**src/design/ips_pkg.sv**
```systemverilog
// Package: types, constants and tables of the inverse Park / SVPWM timing block
`timescale 1ns / 1ps
`default_nettype none
package ips_pkg;
	localparam int ANGLE_BITS    = 16;
	localparam int CORDIC_STAGES = 16;
	localparam int TABLE_LEN     = 24;
	localparam int CW            = 28;	// cordic x/y width
	localparam int ZW            = 33;	// angle accumulator width
	localparam int NW            = 48;	// divider numerator and quotient width
	localparam int DW            = 31;	// divider denominator width
	localparam int SW            = 20;	// side data carried along the divider

	localparam logic [1:0] REG_BUS    = 2'd0;
	localparam logic [1:0] REG_PERIOD = 2'd1;

	localparam logic [2:0] SEC_1 = 3'd1, SEC_2 = 3'd2, SEC_3 = 3'd3;
	localparam logic [2:0] SEC_4 = 3'd4, SEC_5 = 3'd5, SEC_6 = 3'd6;

	typedef struct packed {
		logic signed [15:0] voltage_d;
		logic signed [15:0] voltage_q;
		logic        [15:0] rotor_angle;
	} in_word_t;

	typedef struct packed {
		logic [2:0]  sector_code;
		logic [15:0] time_a;
		logic [15:0] time_b;
		logic [15:0] time_c;
	} out_word_t;

	typedef struct packed {
		logic                  vld;
		logic signed [CW-1:0]  x;
		logic signed [CW-1:0]  y;
		logic signed [ZW-1:0]  z;
	} cord_t;

	function automatic logic signed [ZW-1:0] atan_turn(input int i);
		logic [31:0] t;
		case (i)
			0: t = 32'h20000000;  1: t = 32'h12E4051E;  2: t = 32'h09FB385B;
			3: t = 32'h051111D4;  4: t = 32'h028B0D43;  5: t = 32'h0145D7E1;
			6: t = 32'h00A2F61E;  7: t = 32'h00517C55;  8: t = 32'h0028BE53;
			9: t = 32'h00145F2F; 10: t = 32'h000A2F98; 11: t = 32'h000517CC;
			12: t = 32'h00028BE6; 13: t = 32'h000145F3; 14: t = 32'h0000A2FA;
			15: t = 32'h0000517D; 16: t = 32'h000028BE; 17: t = 32'h0000145F;
			18: t = 32'h00000A30; 19: t = 32'h00000518; 20: t = 32'h0000028C;
			21: t = 32'h00000146; 22: t = 32'h000000A3; 23: t = 32'h00000051;
			default: t = 32'h0;
		endcase
		return $signed({1'b0, t});
	endfunction
endpackage
`default_nettype wire

```
**src/design/ips_cordic_cell.sv**
```systemverilog
// One CORDIC rotation cell: shift and atan step tied off by its place in the row, registered
`timescale 1ns / 1ps
`default_nettype none
module ips_cordic_cell import ips_pkg::*; (
	input  wire                  clk,
	input  wire                  arst_n,
	input  wire                  en,
	input  wire  [4:0]           shift,
	input  wire  signed [ZW-1:0] step,
	input  cord_t                d,
	output cord_t                q
);
	logic signed [CW-1:0] dx, dy;
	assign dx = d.y >>> shift;
	assign dy = d.x >>> shift;

	always_ff @(posedge clk or negedge arst_n) begin
		if (!arst_n) begin
			q <= '0;
		end else if (en) begin
			q.vld <= d.vld;
			if (!d.z[ZW-1]) begin
				q.x <= d.x - dx;
				q.y <= d.y + dy;
				q.z <= d.z - step;
			end else begin
				q.x <= d.x + dx;
				q.y <= d.y - dy;
				q.z <= d.z + step;
			end
		end
	end
endmodule
`default_nettype wire

```
**config.mk**
```make
export PLATFORM = sky130hd
export DESIGN_NAME = ips_cordic_cell
export DESIGN_NICKNAME = d
export VERILOG_FILES = /design/src/design/ips_pkg.sv /design/src/design/ips_cordic_cell.sv
export SDC_FILE = /design/constraint.sdc
export NUM_CORES = 1
export LEC_CHECK = 0
export ABC_AREA = 1
export BUFFER_PORTS_ARGS = -buffer_cell sky130_fd_sc_hd__buf_2
export CAP_MARGIN = 15
export CORE_MARGIN = 8
export CORE_UTILIZATION = 50
export DETAILED_ROUTE_END_ITERATION = 12
export GPL_ROUTABILITY_DRIVEN = 0
export PLACE_DENSITY = 0.72
export SYNTH_ARGS = -nofsm -noshare
export SYNTH_HDL_FRONTEND = slang
export SYNTH_SLANG_ARGS = --single-unit
```
**constraint.sdc**
```tcl
create_clock -name clk -period 1.72 [get_ports clk]
set_input_delay 0.086 -clock clk [delete_from_list [all_inputs] [get_ports clk]]
set_output_delay 0.086 -clock clk [all_outputs]
set_load 0.05 [all_outputs]
```
==> results of run 1 <==
==> routing by layer <==
| layer | track usage, % | overflow |
|---|---|---|
| met5 | 45.12 | 1 |
| met4 | 81.04 | 95 |
| met3 | 70.32 | 10 |
| met2 | 92.33 | 113 |
| met1 | 76.38 | 13 |
==> kinds of logic after synthesis <==
kind of cell,Yosys count
buffers and inverters,280
adder cells (fa/ha/maj),96
AND/OR/NAND/NOR,1333
AO/OA/AOI/OAI,311
XOR/XNOR,116
flip-flops,90
==> metrics by stage <==
stage	utilization (%)	instance area, sq um	std cells
CTS	85.41	22260	3387
global placement	75.76	19740	3291
floorplan	-	14030	2226
detailed placement	75.76	19740	3291
==> what timing repair did <==
item                       in CTS
resized for setup             325
hold endpoints to repair       91
setup endpoints to repair      82
hold buffers                    2
buffers inserted               71
gates cloned                    8
pin swaps                     109
==> results.py, run 1 <==
metrics = {
    "yosys": {
        "synth_cells": 2226,
        "ys_top_cells_by_area": "nand2_1 (19%), dfrtp_1 (17%), nand3_1 (13%)",
        "yosysMostFrequentCell": "nand2_1",
        "avgSynthCellArea_sq_um": 5.976,
        "ys_warn_count": 0,
        "yosys.area_share.xor_xnor_pct": 7.694,
        "synth_common_cells": "nand2_1 (678), nand3_1 (339), inv_1 (182)",
        "synth_fa_ha_area_share_pct": 9.200,
        "muxShareOfSynthArea_pct": 0,
        "synth_top_family_by_area": "simple AND/OR/NAND/NOR gates",
        "synth_ff_type": "dfrtp_1",
        "yosys_register_bits": 90,
        "ys_types": 55,
        "synth-edff-count": 0,
        "synth-compound-area-share_pct": 13.18,
        "synth_top_area_share_pct": 19.13,
        "ys_async_sr_fraction_pct": 100.0,
        "synth_seq_area_share_pct": 16.93,
        "yosys.area_share.simple_pct": 44.29,
        "synth_nets": 2453,
        "netlist_area_sq_um": 13300,
        "yosysTopAreaCell": "nand2_1",
    },
    "sta": {
        "worst_endpoint": "q[58]$_DFFE_PN0P_/D",
        "worst-ep-kind": "register data pin",
    },
    "grt": {
        "overflow": 232,
        "grt_max_degree": 69,
        "grt_usage_pct": 79.35,
    },
    "outcome": {
        "stop_stage": "global routing (5_1_grt)",
        "status": "stopped before the end",
        "stop_error": "[ERROR GRT-0232] Routing congestion too high. Check the congestion heatmap in the GUI.",
    },
    "floorplanning": {
        "initial_core_util_pct": 51.04,
        "num_rows": 59,
        "ios": 221,
        "die_height_um": 179.1,
        "die_w_um": 179.1,
    },
    "clocking": {
        "htreeDepth": 3,
        "cts_sinks": 90,
        "cts-root-buf": "clkbuf_16",
        "cts_buffers": 9,
        "clockBufferDepth": 2,
    },
    "placement": {
        "numPortBuffers": 220,
        "hpwlAfterDp_um": 44470,
        "pre_cts_ws_ns": -2.192,
    },
}
==> run 2, diff against run 1 <==
CORE_UTILIZATION = 35   (was 50)
PLACE_DENSITY = unset   (was 0.72)
PLACE_DENSITY_LB_ADDON = 0.15   (was unset)
==> run 2 against run 1 <==
  * The flow now finishes, with violations (negative setup slack)
  * Synthesized area stayed put
  * Synthesized cell count stayed put
==> results.py, run 2 <==
metrics = {
    "outcome": {
        "status": "finished with violations",
        "violations": "negative setup slack",
    },
    "yosys": {
        "yosysMostFrequentCell": "nand2_1",
        "ys_warn_count": 0,
        "synth_top_area_share_pct": 19.13,
        "yosys_register_bits": 90,
        "ys_top_cells_by_area": "nand2_1 (19%), dfrtp_1 (17%), nand3_1 (13%)",
        "ys_types": 55,
        "synth_cells": 2226,
        "synth-edff-count": 0,
        "netlist_area_sq_um": 13300,
        "synth_common_cells": "nand2_1 (678), nand3_1 (339), inv_1 (182)",
        "synth_nets": 2453,
        "ys_async_sr_fraction_pct": 100.0,
        "avgSynthCellArea_sq_um": 5.976,
        "synth_seq_area_share_pct": 16.93,
        "yosysTopAreaCell": "nand2_1",
        "synth_ff_type": "dfrtp_1",
    },
    "route": {
        "ant_nets": 0,
        "drt_pass1_iterations": 6,
        "drtIter0Drc": 1391,
        "vias_per_cell": 5.226,
        "wl_per_cell_um": 17.54,
        "dr_total_vias": 18986,
        "wl_um": 63730,
        "route.detailed.drc": 0,
    },
    "grt": {
        "overflow": 0,
        "grtUsageMet1_pct": 31.86,
        "grt_pass1_wl_um": 95050,
        "grt_usage_pct": 26.15,
        "use_met2_pct": 46.57,
        "grt.busiest_layer": "met2",
        "antenna_found_initial": 3,
        "grt_max_degree": 63,
        "met3_usage_pct": 3.027,
        "grt_pass1_vias": 18780,
    },
    "cells_and_area": {
        "layout.nets": 3342,
        "post-route-util_pct": 66.70,
        "largest_register": "q",
        "mostFrequentLayoutCells": "buf_4 (632), nand2_1 (510), buf_2 (213), nand3_1 (202), nand2_2 (151)",
        "reg_top3": "q x90",
        "area_growth_pct": 88.43,
        "final_common_cell": "buf_4",
        "largest_reg_flops": 90,
        "final_layout_size_suffix_gt1_share_pct": 54.68,
    },
    "floorplanning": {
        "die_height_um": 210.9,
        "num_rows": 71,
        "ios": 221,
        "initial_core_util_pct": 35.40,
        "die_area_sq_um": 44500,
        "die_w_um": 210.9,
        "core-area_sq_um": 37580,
    },
    "sta": {
        "finClkSkew_ns": 0,
        "setup_viol": 82,
        "fin_setup_tns_ns": -98.14,
        "rsz0062_at_grt": "true",
        "hold_violations": 0,
        "fin_crit_ns": 3.446,
        "final-max-slew-violation-count": 0,
        "post-route-period-util_pct": 200.4,
        "fmax_mhz": 290.2,
        "whs_ns": 0.05500,
        "maxSlewHeadroom_pct": 68.65,
        "tightest_slew_ns": 0.4703,
        "setup_ws_ns": -1.726,
    },
    "setup_path": {
        "slowest_delay_ns": 0.38,
        "crit_top_cell": "nand2_1",
        "arrival_ns": 3.70,
        "rr_endpoint": "q[79]",
        "path_delay_family": "simple AND/OR/NAND/NOR gates",
        "cp_max_fo": 12,
        "rrSetupSlack_ns": 0.99,
        "end_kind": "flip-flop",
        "startpoint_type": "input port",
        "rr_worst_depth": 2,
        "worst-setup-path-type": "input port to flip-flop",
        "r2r_start": "q[79]",
        "crit_buf_inv": 6,
        "cp.required_ns": 1.98,
        "cpMaxStageDelayCell": "ha_1",
    },
    "min_path": {
        "whs_path_depth": 4,
        "whs_endpoint": "q[0]",
        "worstHoldStart": "d[0]",
        "hp-class": "input port to flip-flop",
    },
    "placement": {
        "pre_cts_ws_ns": -2.161,
        "hpwlAfterDp_um": 45890,
        "numPortBuffers": 220,
    },
    "power": {
        "power.leakage_uw": 0.01264,
        "ir_worst_vdd_uv": 558.4,
        "power.density_nw_per_um2": 798.9,
    },
    "clocking": {
        "cts_sinks": 90,
        "insertion_delay_ns": 0.36,
        "htreeDepth": 3,
        "clockBufferDepth": 2,
        "cts_buffers": 9,
        "cts_tree": "built",
        "cts.clk_slew.worst_paths_ns": 0.07,
        "cts-root-buf": "clkbuf_16",
    },
    "run": {
        "maxCapViolations": 0,
    },
}
-- run 2: cell counts after synthesis --
No cell type changed its count.
-- run 2: power by group --
part	internal [uW]	switching, uW
Clock	1130	946
Sequential	2710	344
Combinational	6300	8590
-- run 2: what timing repair did --
action | CTS | global route
setup endpoints to repair | 81 | 84
gates cloned | 10 | 2
hold endpoints to repair | 27 | 0
gates resized for setup | 405 | 420
pin swaps | 170 | 268
setup buffers | 86 | 78
hold buffers | 2 | 0
-- run 2: how the worst max path moves through the flow --
stage,slack (ns),start,cells past startpoint,to
floorplan,-1.73,shift[0],35,q[83]
global placement,-2.11,shift[0],30,q[83]
detailed placement,-2.16,shift[0],26,q[58]
CTS,-1.56,shift[0],34,q[83]
global route,-1.91,shift[0],30,q[59]
finish,-1.73,shift[0],29,q[55]
-- run 2: final cells by class --
class	count	area (sq um)
Timing Repair Buffer	965	7566
Sequential cell	90	2252
Inverter	193	790.8
Antenna cell	2	5.005
Tap cell	511	639.4
Clock buffer	11	232.7
Multi-Input combinational cell	1856	13520
Fill cell	3026	12510
Clock inverter	5	55.05
-- run 2: worst min-delay path, stage by stage --
cell and delay, ns:
buf_2 0.08, ha_1 0.11, nand2_1 0.05, nand2_1 0.06
-- run 2: metal layers --
| metal | vias up | share of wire [%] |
|---|---|---|
| met5 | - | 0.020 |
| met4 | 2 | 3.8 |
| met3 | 193 | 5.3 |
| met2 | 674 | 51 |
| met1 | 8930 | 40 |
| li1 | 9187 | - |
-- run 2: cell families after synthesis --
family          after synthesis  share of synthesized area (%)
simple gates               1333                          44.29
buf+inv                     280                          8.710
flops                        90                          16.93
fa+ha+maj                    96                          9.200
compound gates              311                          13.18
xor+xnor                    116                          7.695
-- run 2: metrics by stage --
stage / total power (uW) / std cells / cell area [sq um]
2_1_floorplan: 9935 / 2226 / 14030
3_3_place_gp: 14550 / 3467 / 19990
3_5_place_dp: 14690 / 3467 / 19990
4_1_cts: 18260 / 3575 / 22850
5_1_grt: 21150 / 3633 / 25060
6_report: 20020 / 3633 / 25060
Power figures use the tool's default switching activity.
==> run 3, diff against run 2 <==
RECOVER_POWER = 25   (was unset)
==> run 3 against run 2 <==
  * The flow still finishes with violations (negative setup slack)
  * Cell count unchanged
  * First-iteration DRC count decreased by 5.0%
  * Final area decreased by 0.12%
  * Routed wire length about the same
  * Register-to-register slack is essentially flat
  * Count of clock-buffer cells in the layout stayed put
  * Hold slack about the same
  * Via count increased by 0.18%
  * Die area stayed put
  * Critical path type unchanged
  * Highest routed layer unchanged
==> results.py, run 3 (synthesis gave the netlist of run 2 again) <==
metrics = {
    "sta": {
        "fmax_mhz": 289.3,
        "setup_ws_ns": -1.737,
        "fin_setup_tns_ns": -98.22,
        "fin_crit_ns": 3.457,
        "maxSlewHeadroom_pct": 44.43,
        "hold_violations": 0,
        "finClkSkew_ns": 0,
        "tightest_slew_ns": 0.8335,
        "rsz0062_at_grt": "true",
        "setup_viol": 82,
        "post-route-period-util_pct": 201.0,
        "final-max-slew-violation-count": 0,
    },
    "placement": {
        "place_inst": 3467,
        "numPortBuffers": 220,
        "hpwlAfterDp_um": 45890,
        "pre_cts_ws_ns": -2.161,
    },
    "cells_and_area": {
        "fillerInstances": 3030,
        "reg_top3": "q x90",
        "final_common_cell": "buf_4",
        "layout.nets": 3342,
        "area_growth_pct": 88.20,
        "largest_register": "q",
        "mostFrequentLayoutCells": "buf_4 (630), nand2_1 (510), buf_2 (213), nand3_1 (202), nand2_2 (151)",
        "largest_reg_flops": 90,
        "final_layout_size_suffix_gt1_share_pct": 54.68,
        "layout.cells.non_filler": 3633,
    },
    "outcome": {
        "violations": "negative setup slack",
        "status": "finished with violations",
    },
    "setup_path": {
        "arrival_ns": 3.71,
        "cp_max_fo": 12,
        "cpMaxStageDelayCell": "ha_1",
        "crit_top_cell": "nand2_1",
        "slowest_delay_ns": 0.38,
        "rrSetupSlack_ns": 0.99,
        "end_kind": "flip-flop",
        "cp.required_ns": 1.98,
        "startpoint_type": "input port",
        "worst-setup-path-type": "input port to flip-flop",
    },
    "route": {
        "wl_per_cell_um": 17.54,
        "drt_pass1_iterations": 8,
        "ant_nets": 0,
        "wl_um": 63710,
        "vias_per_cell": 5.236,
        "dr_total_vias": 19021,
        "route.detailed.drc": 0,
        "drtIter0Drc": 1322,
    },
    "grt": {
        "antenna_found_initial": 3,
        "overflow": 0,
        "grt_max_degree": 63,
        "grt_pass1_wl_um": 95050,
        "grt_pass1_vias": 18780,
        "grt_usage_pct": 26.15,
    },
    "floorplanning": {
        "num_rows": 71,
        "die_w_um": 210.9,
        "die_height_um": 210.9,
        "ios": 221,
        "initial_core_util_pct": 35.40,
        "die_area_sq_um": 44500,
        "core-area_sq_um": 37580,
    },
    "power": {
        "power.density_nw_per_um2": 799.4,
        "ir_worst_vdd_uv": 558.2,
        "power.leakage_uw": 0.01262,
    },
    "clocking": {
        "cts-root-buf": "clkbuf_16",
        "cts_sinks": 90,
        "htreeDepth": 3,
        "clockBufferDepth": 2,
        "cts.clk_slew.worst_paths_ns": 0.07,
        "cts_tree": "built",
        "insertion_delay_ns": 0.36,
        "cts_buffers": 9,
    },
    "min_path": {
        "hp-class": "input port to flip-flop",
    },
    "run": {
        "maxCapViolations": 0,
    },
}
run 3: worst max-delay path, delay by kind of cell:
kind                     cells  cell delay [ns]
adder cells (fa/ha/maj)      1             0.38
AND/OR/NAND/NOR             15             1.62
AO/OA/AOI/OAI                6             0.80
buffers and inverters        6             0.70
XOR/XNOR                     1             0.15
run 3: what timing repair did:
action | in CTS | in global routing
hold buffers | 2 | 0
gates resized for setup | 405 | 420
hold endpoints to repair | 27 | 0
endpoints found under the setup margin | 81 | 84
gates cloned | 10 | 2
pin swaps | 170 | 268
buffers inserted | 86 | 78
run 3: cell type report:
type                    count  area (sq um)  share of cell area (%)
repair buffers            965          7536                   30.10
clock buffers              11         232.7                  0.9296
flip-flops and latches     90          2252                   8.996
well taps                 511         639.4                   2.554
clock inverters             5         55.05                  0.2199
inverters                 193         790.8                   3.159
multi-input cells        1856         13520                   54.02
diodes                      2         5.005                 0.01999
run 3: path summary, 6_finish.rpt:
path                          start  cells past startpoint     to
max reg2reg                   q[79]                      2  q[79]
min                            d[0]                      4   q[0]
max in group asynchronous    arst_n                      3  q[77]
min in group asynchronous    arst_n                      2   q[3]
max                        shift[0]                     29  q[55]
min reg2reg                   q[61]                      2  q[61]
run 3: where the power goes:
part / internal [uW] / switching [uW]
Combinational: 6300 / 8590
Clock: 1130 / 944
Sequential: 2710 / 345
run 3: stage by stage:
step                util, %  instance area [sq um]  power [uW]  hold WS (ns)
detailed placement    53.19                  19990       14690       0.06583
CTS                   60.81                  22850       18260       0.03610
global route          66.62                  25030       21140       0.07450
finish                66.62                  25030       20010       0.05519
floorplan                 -                  14030        9935       -0.2096
global placement      53.19                  19990       14550       0.06625
run 3: metal layers:
metal	share of wire, %	up-vias	track usage [%]
met5	0.020	-	0
met4	3.8	2	10.04
met3	5.5	198	3.027
met2	51	682	46.57
met1	40	8951	31.86
li1	-	9188	-
